`config.mk`:
```
export PLATFORM = sky130hd
export DESIGN_NAME = sliding_window_frame_receiver_top
export DESIGN_NICKNAME = d
export VERILOG_FILES = /design/src/sv/swfr_pkg.sv /design/src/sv/swfr_ram.sv /design/src/sv/sliding_window_frame_receiver_top.sv
export SDC_FILE = /design/constraint.sdc
export NUM_CORES = 1
export LEC_CHECK = 0
export ABC_AREA = 0
export BUFFER_PORTS_ARGS = -buffer_cell sky130_fd_sc_hd__buf_4
export CAP_MARGIN = 20
export CORE_MARGIN = 2
export CORE_UTILIZATION = 55
export CTS_BUF_LIST = sky130_fd_sc_hd__clkbuf_4 sky130_fd_sc_hd__clkbuf_8
export DETAILED_ROUTE_END_ITERATION = 12
export GPL_ROUTABILITY_DRIVEN = 0
export PLACE_DENSITY_LB_ADDON = 0.08
export SYNTH_ARGS = -nofsm -noshare
export SYNTH_HDL_FRONTEND = slang
export SYNTH_SLANG_ARGS = --single-unit
```
`constraint.sdc`:
```
create_clock -name clk -period 13.4 [get_ports clk]
set_input_delay 2.68 -clock clk [delete_from_list [all_inputs] [get_ports clk]]
set_output_delay 2.68 -clock clk [all_outputs]
set_load 0.005 [all_outputs]
```
`src/sv/swfr_pkg.sv`:
```
// Shared types and constants of the frame receiver.
package swfr_pkg;

	localparam int          BUFFER_DEPTH_DEF = 32;
	localparam logic [7:0]  WIN_LIMIT_RST    = 8'd4;
	localparam logic [7:0]  ACK_TAG          = 8'h06;
	localparam logic [7:0]  EOF_MARK         = 8'hFF;

	localparam logic        KIND_ACK         = 1'b0;
	localparam logic        KIND_DATA        = 1'b1;

	typedef enum logic [2:0] {
		ST_IDLE,
		ST_EVAL,
		ST_ACK,
		ST_FL_RD,
		ST_FL_OUT
	} swfr_state_t;

endpackage

```
`src/sv/swfr_ram.sv`:
```
// Generic single-port-write, single-port-read RAM with registered read data.
module swfr_ram #(
	parameter int WIDTH = 8,
	parameter int DEPTH = 32
) (
	input  logic                                  clk,
	input  logic                                  we,
	input  logic [(DEPTH > 1 ? $clog2(DEPTH) : 1)-1:0] waddr,
	input  logic [WIDTH-1:0]                      wdata,
	input  logic                                  re,
	input  logic [(DEPTH > 1 ? $clog2(DEPTH) : 1)-1:0] raddr,
	output logic [WIDTH-1:0]                      rdata
);

	logic [WIDTH-1:0] mem [DEPTH];

	always_ff @(posedge clk) begin
		if (we) begin
			mem[waddr] <= wdata;
		end
		if (re) begin
			rdata <= mem[raddr];
		end
	end

endmodule

```
`src/sv/sliding_window_frame_receiver_top.sv`:
```
// Frame receiver with cumulative acknowledgement and in-order byte buffer.
//
//  channel | direction | handshake            | payload
//  --------+-----------+----------------------+---------------------------------------
//  frame   | in        | in_valid / in_stall  | start_byte seq_num pre_data_byte
//          |           |                      | payload_byte post_data_byte frame_sum
//  result  | out       | out_valid/out_stall  | item_kind ack_seq ack_window ack_sum
//          |           |                      | out_byte run_last
//  config  | in        | cfg_wr_en            | cfg_wr_data (window_limit)
//
// Ignored frames pass through capture and evaluate only; an acked frame also passes the ack state.
// Each buffered byte delivered takes a RAM read state, then an output load state.
// The buffer RAM is written in evaluate and read only during a flush, so the
// sequencer keeps those accesses apart. Reset clears control state; RAM is
// not cleared. Output stall holds the sequencer in the ack or byte state.
module sliding_window_frame_receiver_top
	import swfr_pkg::*;
#(
	parameter int BUFFER_DEPTH = BUFFER_DEPTH_DEF
) (
	input  logic        clk,
	input  logic        arst_n,

	input  logic        in_valid,
	output logic        in_stall,
	input  logic [7:0]  start_byte,
	input  logic [31:0] seq_num,
	input  logic [7:0]  pre_data_byte,
	input  logic [7:0]  payload_byte,
	input  logic [7:0]  post_data_byte,
	input  logic [7:0]  frame_sum,

	output logic        out_valid,
	input  logic        out_stall,
	output logic        item_kind,
	output logic [31:0] ack_seq,
	output logic [7:0]  ack_window,
	output logic [7:0]  ack_sum,
	output logic [7:0]  out_byte,
	output logic        run_last,

	input  logic        cfg_wr_en,
	input  logic [7:0]  cfg_wr_data
);

	localparam int FILL_W = $clog2(BUFFER_DEPTH + 1);
	localparam int ADDR_W = (BUFFER_DEPTH > 1) ? $clog2(BUFFER_DEPTH) : 1;
	localparam logic [FILL_W-1:0] DEPTH_F = FILL_W'(BUFFER_DEPTH);

	swfr_state_t state_q, state_d;

	logic [7:0]        lim_q;
	logic [31:0]       exp_q;
	logic [FILL_W-1:0] fill_q;
	logic              finished_q;
	logic              end_q;
	logic [FILL_W-1:0] cnt_q;
	logic [FILL_W-1:0] idx_q;

	logic [7:0]  start_q, pre_q, data_q, post_q, fsum_q;
	logic [31:0] seq_q;

	logic [31:0] aseq_q;
	logic [7:0]  awin_q;

	logic        out_valid_q, kind_q, last_q;
	logic [31:0] oseq_q;
	logic [7:0]  owin_q, osum_q, obyte_q;

	// evaluate-stage decode
	logic [7:0]        chk;
	logic              good, is_end, in_order, store, full, acting;
	logic [FILL_W-1:0] fill_inc, fill_nxt, win_fill, free_slots;
	logic [7:0]        free8, win;
	logic [7:0]        asum;

	logic              out_free, out_load, ld_last;
	logic              ram_we, ram_re;
	logic [7:0]        ram_rdata;
	logic              idx_is_last;

	always_comb begin
		chk = start_q + seq_q[7:0] + seq_q[15:8] + seq_q[23:16] + seq_q[31:24]
			+ pre_q + data_q + post_q;
		good     = (chk == fsum_q);
		is_end   = good && (data_q == EOF_MARK);
		in_order = good && (seq_q == exp_q);
		store    = in_order && (fill_q < DEPTH_F);
		fill_inc = fill_q + FILL_W'(store);
		full     = (fill_inc >= DEPTH_F);
		fill_nxt = full ? '0 : fill_inc;
		acting   = !finished_q && !is_end && (start_q != 8'd0);
		win_fill   = is_end ? fill_q : fill_nxt;
		free_slots = DEPTH_F - win_fill;
		free8      = 8'(free_slots);
		win        = (lim_q < free8) ? lim_q : free8;
		asum = ACK_TAG + aseq_q[7:0] + aseq_q[15:8] + aseq_q[23:16] + aseq_q[31:24] + awin_q;
		idx_is_last = ((idx_q + FILL_W'(1)) == cnt_q);
		out_free = !out_valid_q || !out_stall;
	end

	// next state
	always_comb begin
		state_d = state_q;
		case (state_q)
			ST_IDLE: begin
				if (in_valid) begin
					state_d = ST_EVAL;
				end
			end
			ST_EVAL: begin
				if (finished_q) begin
					state_d = ST_IDLE;
				end else if (is_end) begin
					state_d = ST_ACK;
				end else if (start_q == 8'd0) begin
					state_d = ST_IDLE;
				end else if (full) begin
					state_d = ST_FL_RD;
				end else begin
					state_d = ST_ACK;
				end
			end
			ST_ACK: begin
				if (out_free) begin
					state_d = (end_q && cnt_q != '0) ? ST_FL_RD : ST_IDLE;
				end
			end
			ST_FL_RD: begin
				state_d = ST_FL_OUT;
			end
			ST_FL_OUT: begin
				if (out_free) begin
					if (!idx_is_last) begin
						state_d = ST_FL_RD;
					end else begin
						state_d = end_q ? ST_IDLE : ST_ACK;
					end
				end
			end
			default: begin
				state_d = ST_IDLE;
			end
		endcase
	end

	// outputs of the sequencer
	always_comb begin
		in_stall = (state_q != ST_IDLE);
		ram_we   = (state_q == ST_EVAL) && acting && store;
		ram_re   = (state_q == ST_FL_RD);
		out_load = ((state_q == ST_ACK) || (state_q == ST_FL_OUT)) && out_free;
		case (state_q)
			ST_ACK:    ld_last = !end_q || (cnt_q == '0);
			ST_FL_OUT: ld_last = end_q && idx_is_last;
			default:   ld_last = 1'b0;
		endcase
	end

	swfr_ram #(
		.WIDTH(8),
		.DEPTH(BUFFER_DEPTH)
	) u_store (
		.clk   (clk),
		.we    (ram_we),
		.waddr (fill_q[ADDR_W-1:0]),
		.wdata (data_q),
		.re    (ram_re),
		.raddr (idx_q[ADDR_W-1:0]),
		.rdata (ram_rdata)
	);

	always_ff @(posedge clk or negedge arst_n) begin
		if (!arst_n) begin
			state_q     <= ST_IDLE;
			lim_q       <= WIN_LIMIT_RST;
			exp_q       <= '0;
			fill_q      <= '0;
			finished_q  <= 1'b0;
			end_q       <= 1'b0;
			cnt_q       <= '0;
			idx_q       <= '0;
			out_valid_q <= 1'b0;
		end else begin
			state_q <= state_d;
			if (cfg_wr_en) begin
				lim_q <= cfg_wr_data;
			end
			if (state_q == ST_EVAL) begin
				idx_q <= '0;
				if (!finished_q && is_end) begin
					end_q      <= 1'b1;
					cnt_q      <= fill_q;
					fill_q     <= '0;
					finished_q <= 1'b1;
				end else if (acting) begin
					end_q  <= 1'b0;
					cnt_q  <= full ? DEPTH_F : '0;
					fill_q <= fill_nxt;
					if (in_order) begin
						exp_q <= seq_q + 32'd1;
					end
				end
			end
			if (state_q == ST_FL_OUT && out_free) begin
				idx_q <= idx_q + FILL_W'(1);
			end
			if (out_load) begin
				out_valid_q <= 1'b1;
			end else if (!out_stall) begin
				out_valid_q <= 1'b0;
			end
		end
	end

	// payload registers
	always_ff @(posedge clk) begin
		if (in_valid && !in_stall) begin
			start_q <= start_byte;
			seq_q   <= seq_num;
			pre_q   <= pre_data_byte;
			data_q  <= payload_byte;
			post_q  <= post_data_byte;
			fsum_q  <= frame_sum;
		end
		if (state_q == ST_EVAL) begin
			aseq_q <= (is_end || in_order) ? seq_q + 32'd1 : exp_q;
			awin_q <= win;
		end
		if (out_load) begin
			last_q <= ld_last;
			if (state_q == ST_ACK) begin
				kind_q  <= KIND_ACK;
				oseq_q  <= aseq_q;
				owin_q  <= awin_q;
				osum_q  <= asum;
				obyte_q <= 8'd0;
			end else begin
				kind_q  <= KIND_DATA;
				oseq_q  <= '0;
				owin_q  <= 8'd0;
				osum_q  <= 8'd0;
				obyte_q <= ram_rdata;
			end
		end
	end

	assign out_valid  = out_valid_q;
	assign item_kind  = kind_q;
	assign ack_seq    = oseq_q;
	assign ack_window = owin_q;
	assign ack_sum    = osum_q;
	assign out_byte   = obyte_q;
	assign run_last   = last_q;

	a_fill_bound: assert property (@(posedge clk) disable iff (!arst_n)
		fill_q <= DEPTH_F)
		else $error("fill count beyond buffer depth");

	a_finished_sticky: assert property (@(posedge clk) disable iff (!arst_n)
		finished_q |=> finished_q)
		else $error("finished flag cleared without reset");

	a_no_write_after_end: assert property (@(posedge clk) disable iff (!arst_n)
		finished_q |-> !ram_we)
		else $error("buffer written after end of transfer");

	a_flush_index: assert property (@(posedge clk) disable iff (!arst_n)
		(state_q == ST_FL_RD) |-> (idx_q < cnt_q))
		else $error("flush read past buffered count");

endmodule
```
==> flow_summary.json <==
{
  "status": "completed",
  "clk_latency_ps": 630,
  "drt-total-wl_um": 47100,
  "hold_path.class": "flop to flop",
  "met2_usage_pct": 32.1,
  "p_leak_uw": 0.00966,
  "remaining_drc_errors": 0,
  "busiest_layer": "met1",
  "finalHoldViolCount": 0,
  "max_stage_delay_ps": 1070,
  "startpoint": "data_q[3]",
  "die_area_um2": 42100,
  "maxCapViolCount": 0,
  "antenna_found_initial": 1,
  "syn_inst": 1336,
  "ctsResizeCount": 0,
  "antennaDiodeCount": 0,
  "rr_startpoint": "data_q[3]",
  "die_w_um": 205,
  "crit_top_cell": "fa_1",
  "totalPowerFinal_uw": 5630,
  "grt_first_pass_wirelength_um": 71200,
  "via_per_inst": 5.57,
  "drt_iter0_drc": 959,
  "cts.clk_slew.worst_paths_ps": 60,
  "timing_worst_setup_path_type": "flop to flop",
  "initial_utilization_pct": 55.9,
  "antenna_left": 0,
  "fin_crit_ps": 9020,
  "grt_overflow": 0,
  "hpwl_um": 32400,
  "globalRouteTotalUtil_pct": 23.3,
  "layout-drive-gt1-share_pct": 28.7,
  "endpoint_kind": "flop",
  "area_delta_synth_final_pct": 15.1,
  "max_slew_margin_pct": 25.5,
  "post-synth-top-count-cell": "edfxtp_1",
  "wl_per_cell_um": 22.2,
  "cp.arrival_ps": 9400,
  "worstPathMaxFanout": 34,
  "max_freq_mhz": 111,
  "synth_area_um2": 22300,
  "synth_top_cell_area_share_pct": 58.6,
  "critPathBufInv": 2,
  "layout.nets": 1708,
  "power_density_nw_per_um2": 220,
  "period_share_pct": 67.3,
  "synth-edff-count": 434,
  "post-route-util_pct": 64.3,
  "pre_cts_slack_ps": 4470,
  "peakVddDrop_v": 0.000410,
  "ys_async_sr_fraction_pct": 12.9,
  "drv_slew": 0,
  "startpoint_type": "flop",
  "root_buffer": "clkbuf_8",
  "fin_tns_setup_ps": 0,
  "skew_ps": 30.9,
  "dr.pass1.iters": 5,
  "seq_area_frac_synth_pct": 65.8,
  "ys_ff_latch": 498,
  "hold_start": "u_store.rdata[6]",
  "cts_tree": "yes",
  "worstPathRequired_ps": 13770,
  "clock_sinks": 498,
  "avgSynthCellArea_um2": 16.7,
  "setup_viol_count_final": 0,
  "grt_use_met3_pct": 6.01,
  "io_pins": 145,
  "synth.largest_area_cell": "edfxtp_1",
  "clk_path_buf_depth": 3,
  "synth_cell_types": 57,
  "chipHeight_um": 205,
  "htreeDepth": 3,
  "synth_ff_type": "edfxtp_1",
  "met1_usage_pct": 36.7,
  "crit_family": "adder cells",
  "finalWorstSetupSlack_ps": 4380,
  "grt_pass1_vias": 11900,
  "cts_setup_buffers": 0,
  "coreArea_um2": 39800,
  "yosysWarnings": 0,
  "synth_common_cells": "edfxtp_1 (434), inv_1 (94), mux4_2 (80)",
  "cts_made_buffers": 81,
  "critical-path-slowest-cell": "edfxtp_1",
  "io_buffers": 144,
  "rsz0062_at_grt": "false",
  "grt_max_degree": 73,
  "cts_hold_buffers": 0,
  "worst_pin_slew_ps": 1120,
  "synth_area_leaders": "edfxtp_1 (59%), mux4_2 (8.1%), dfrtp_1 (7.1%)",
  "vias": 11800,
  "rows": 73
}
[worst paths after layout]
kind / slack, ps / cells past startpoint / to
max in group asynchronous: 10490 / 2 / idx_q[1]
min in group asynchronous: 1980 / 1 / exp_q[6]
worst min-delay path: 530 / 1 / out_byte[6]
worst max-delay path: 4380 / 28 / awin_q[1]
worst min register to register: 530 / 1 / out_byte[6]
worst max register to register: 4380 / 28 / awin_q[1]
[cell usage in the layout (no fill, tap or decap), types with 9 or more instances in the layout]
master,count
fa_1,59
o21ai_0,26
nand4_1,12
nand3_1,31
clkinv_1,13
xor2_1,51
xnor2_1,55
nor2_1,74
mux2_2,74
inv_1,94
and3_1,9
dfrtp_1,61
clkbuf_8,85
nor4_1,11
mux4_2,80
clkbuf_4,31
nor2b_1,11
edfxtp_1,434
a21oi_1,16
buf_4,159
and2_1,41
ha_1,31
nand2_1,47
[metal layers]
metal,part of all wire [%],vias to the layer above,routed length (um)
li1,-,5346,-
met1,47,5911,21900
met2,44,456,20500
met3,8.1,65,3830
met4,1.6,0,772
met5,0,-,0
[state kept, by name (all words and copies together), names as in the netlist, 32 cells and up]
name / flops
exp_q: 32
u_store.mem: 256
seq_q: 32
ack_seq: 32
aseq_q: 32
[layout make-up]
class / count / area [um2]
fillers: 2900 / 14200
repair buffers: 161 / 1240
clock buffers: 116 / 1400
clock inverters: 24 / 249
inverters: 94 / 353
well taps: 525 / 657
multi-input cells: 697 / 7080
flip-flops and latches: 498 / 14600
[where the power goes]
| group | internal [uW] | switching, uW |
|---|---|---|
| clock network | 769 | 580 |
| logic | 1010 | 1210 |
| registers | 1930 | 142 |
| total | 3700 | 1930 |
[metrics by stage]
step           instance area [um2]  cells  hold slack, ps
4_1_cts                      25600   2113             536
3_3_place_gp                 23900   1973             505
2_1_floorplan                22300   1337             476
3_5_place_dp                 23900   1973             520
6_report                     25600   2115             528
5_1_grt                      25600   2115             569
[cells by family (layout without fill, tap and decap cells)]
family	count (synthesis)	count (layout)	synth area share [%]
fa+ha+maj	90	90	7.05
xor+xnor	109	109	4.48
other cells	1	2	0.0169
buf+inv	142	395	2.52
flops	498	498	65.8
mux	160	160	12.1
compound gates	74	74	2.08
simple gates	262	262	5.97
Power figures use the tool's default switching activity.
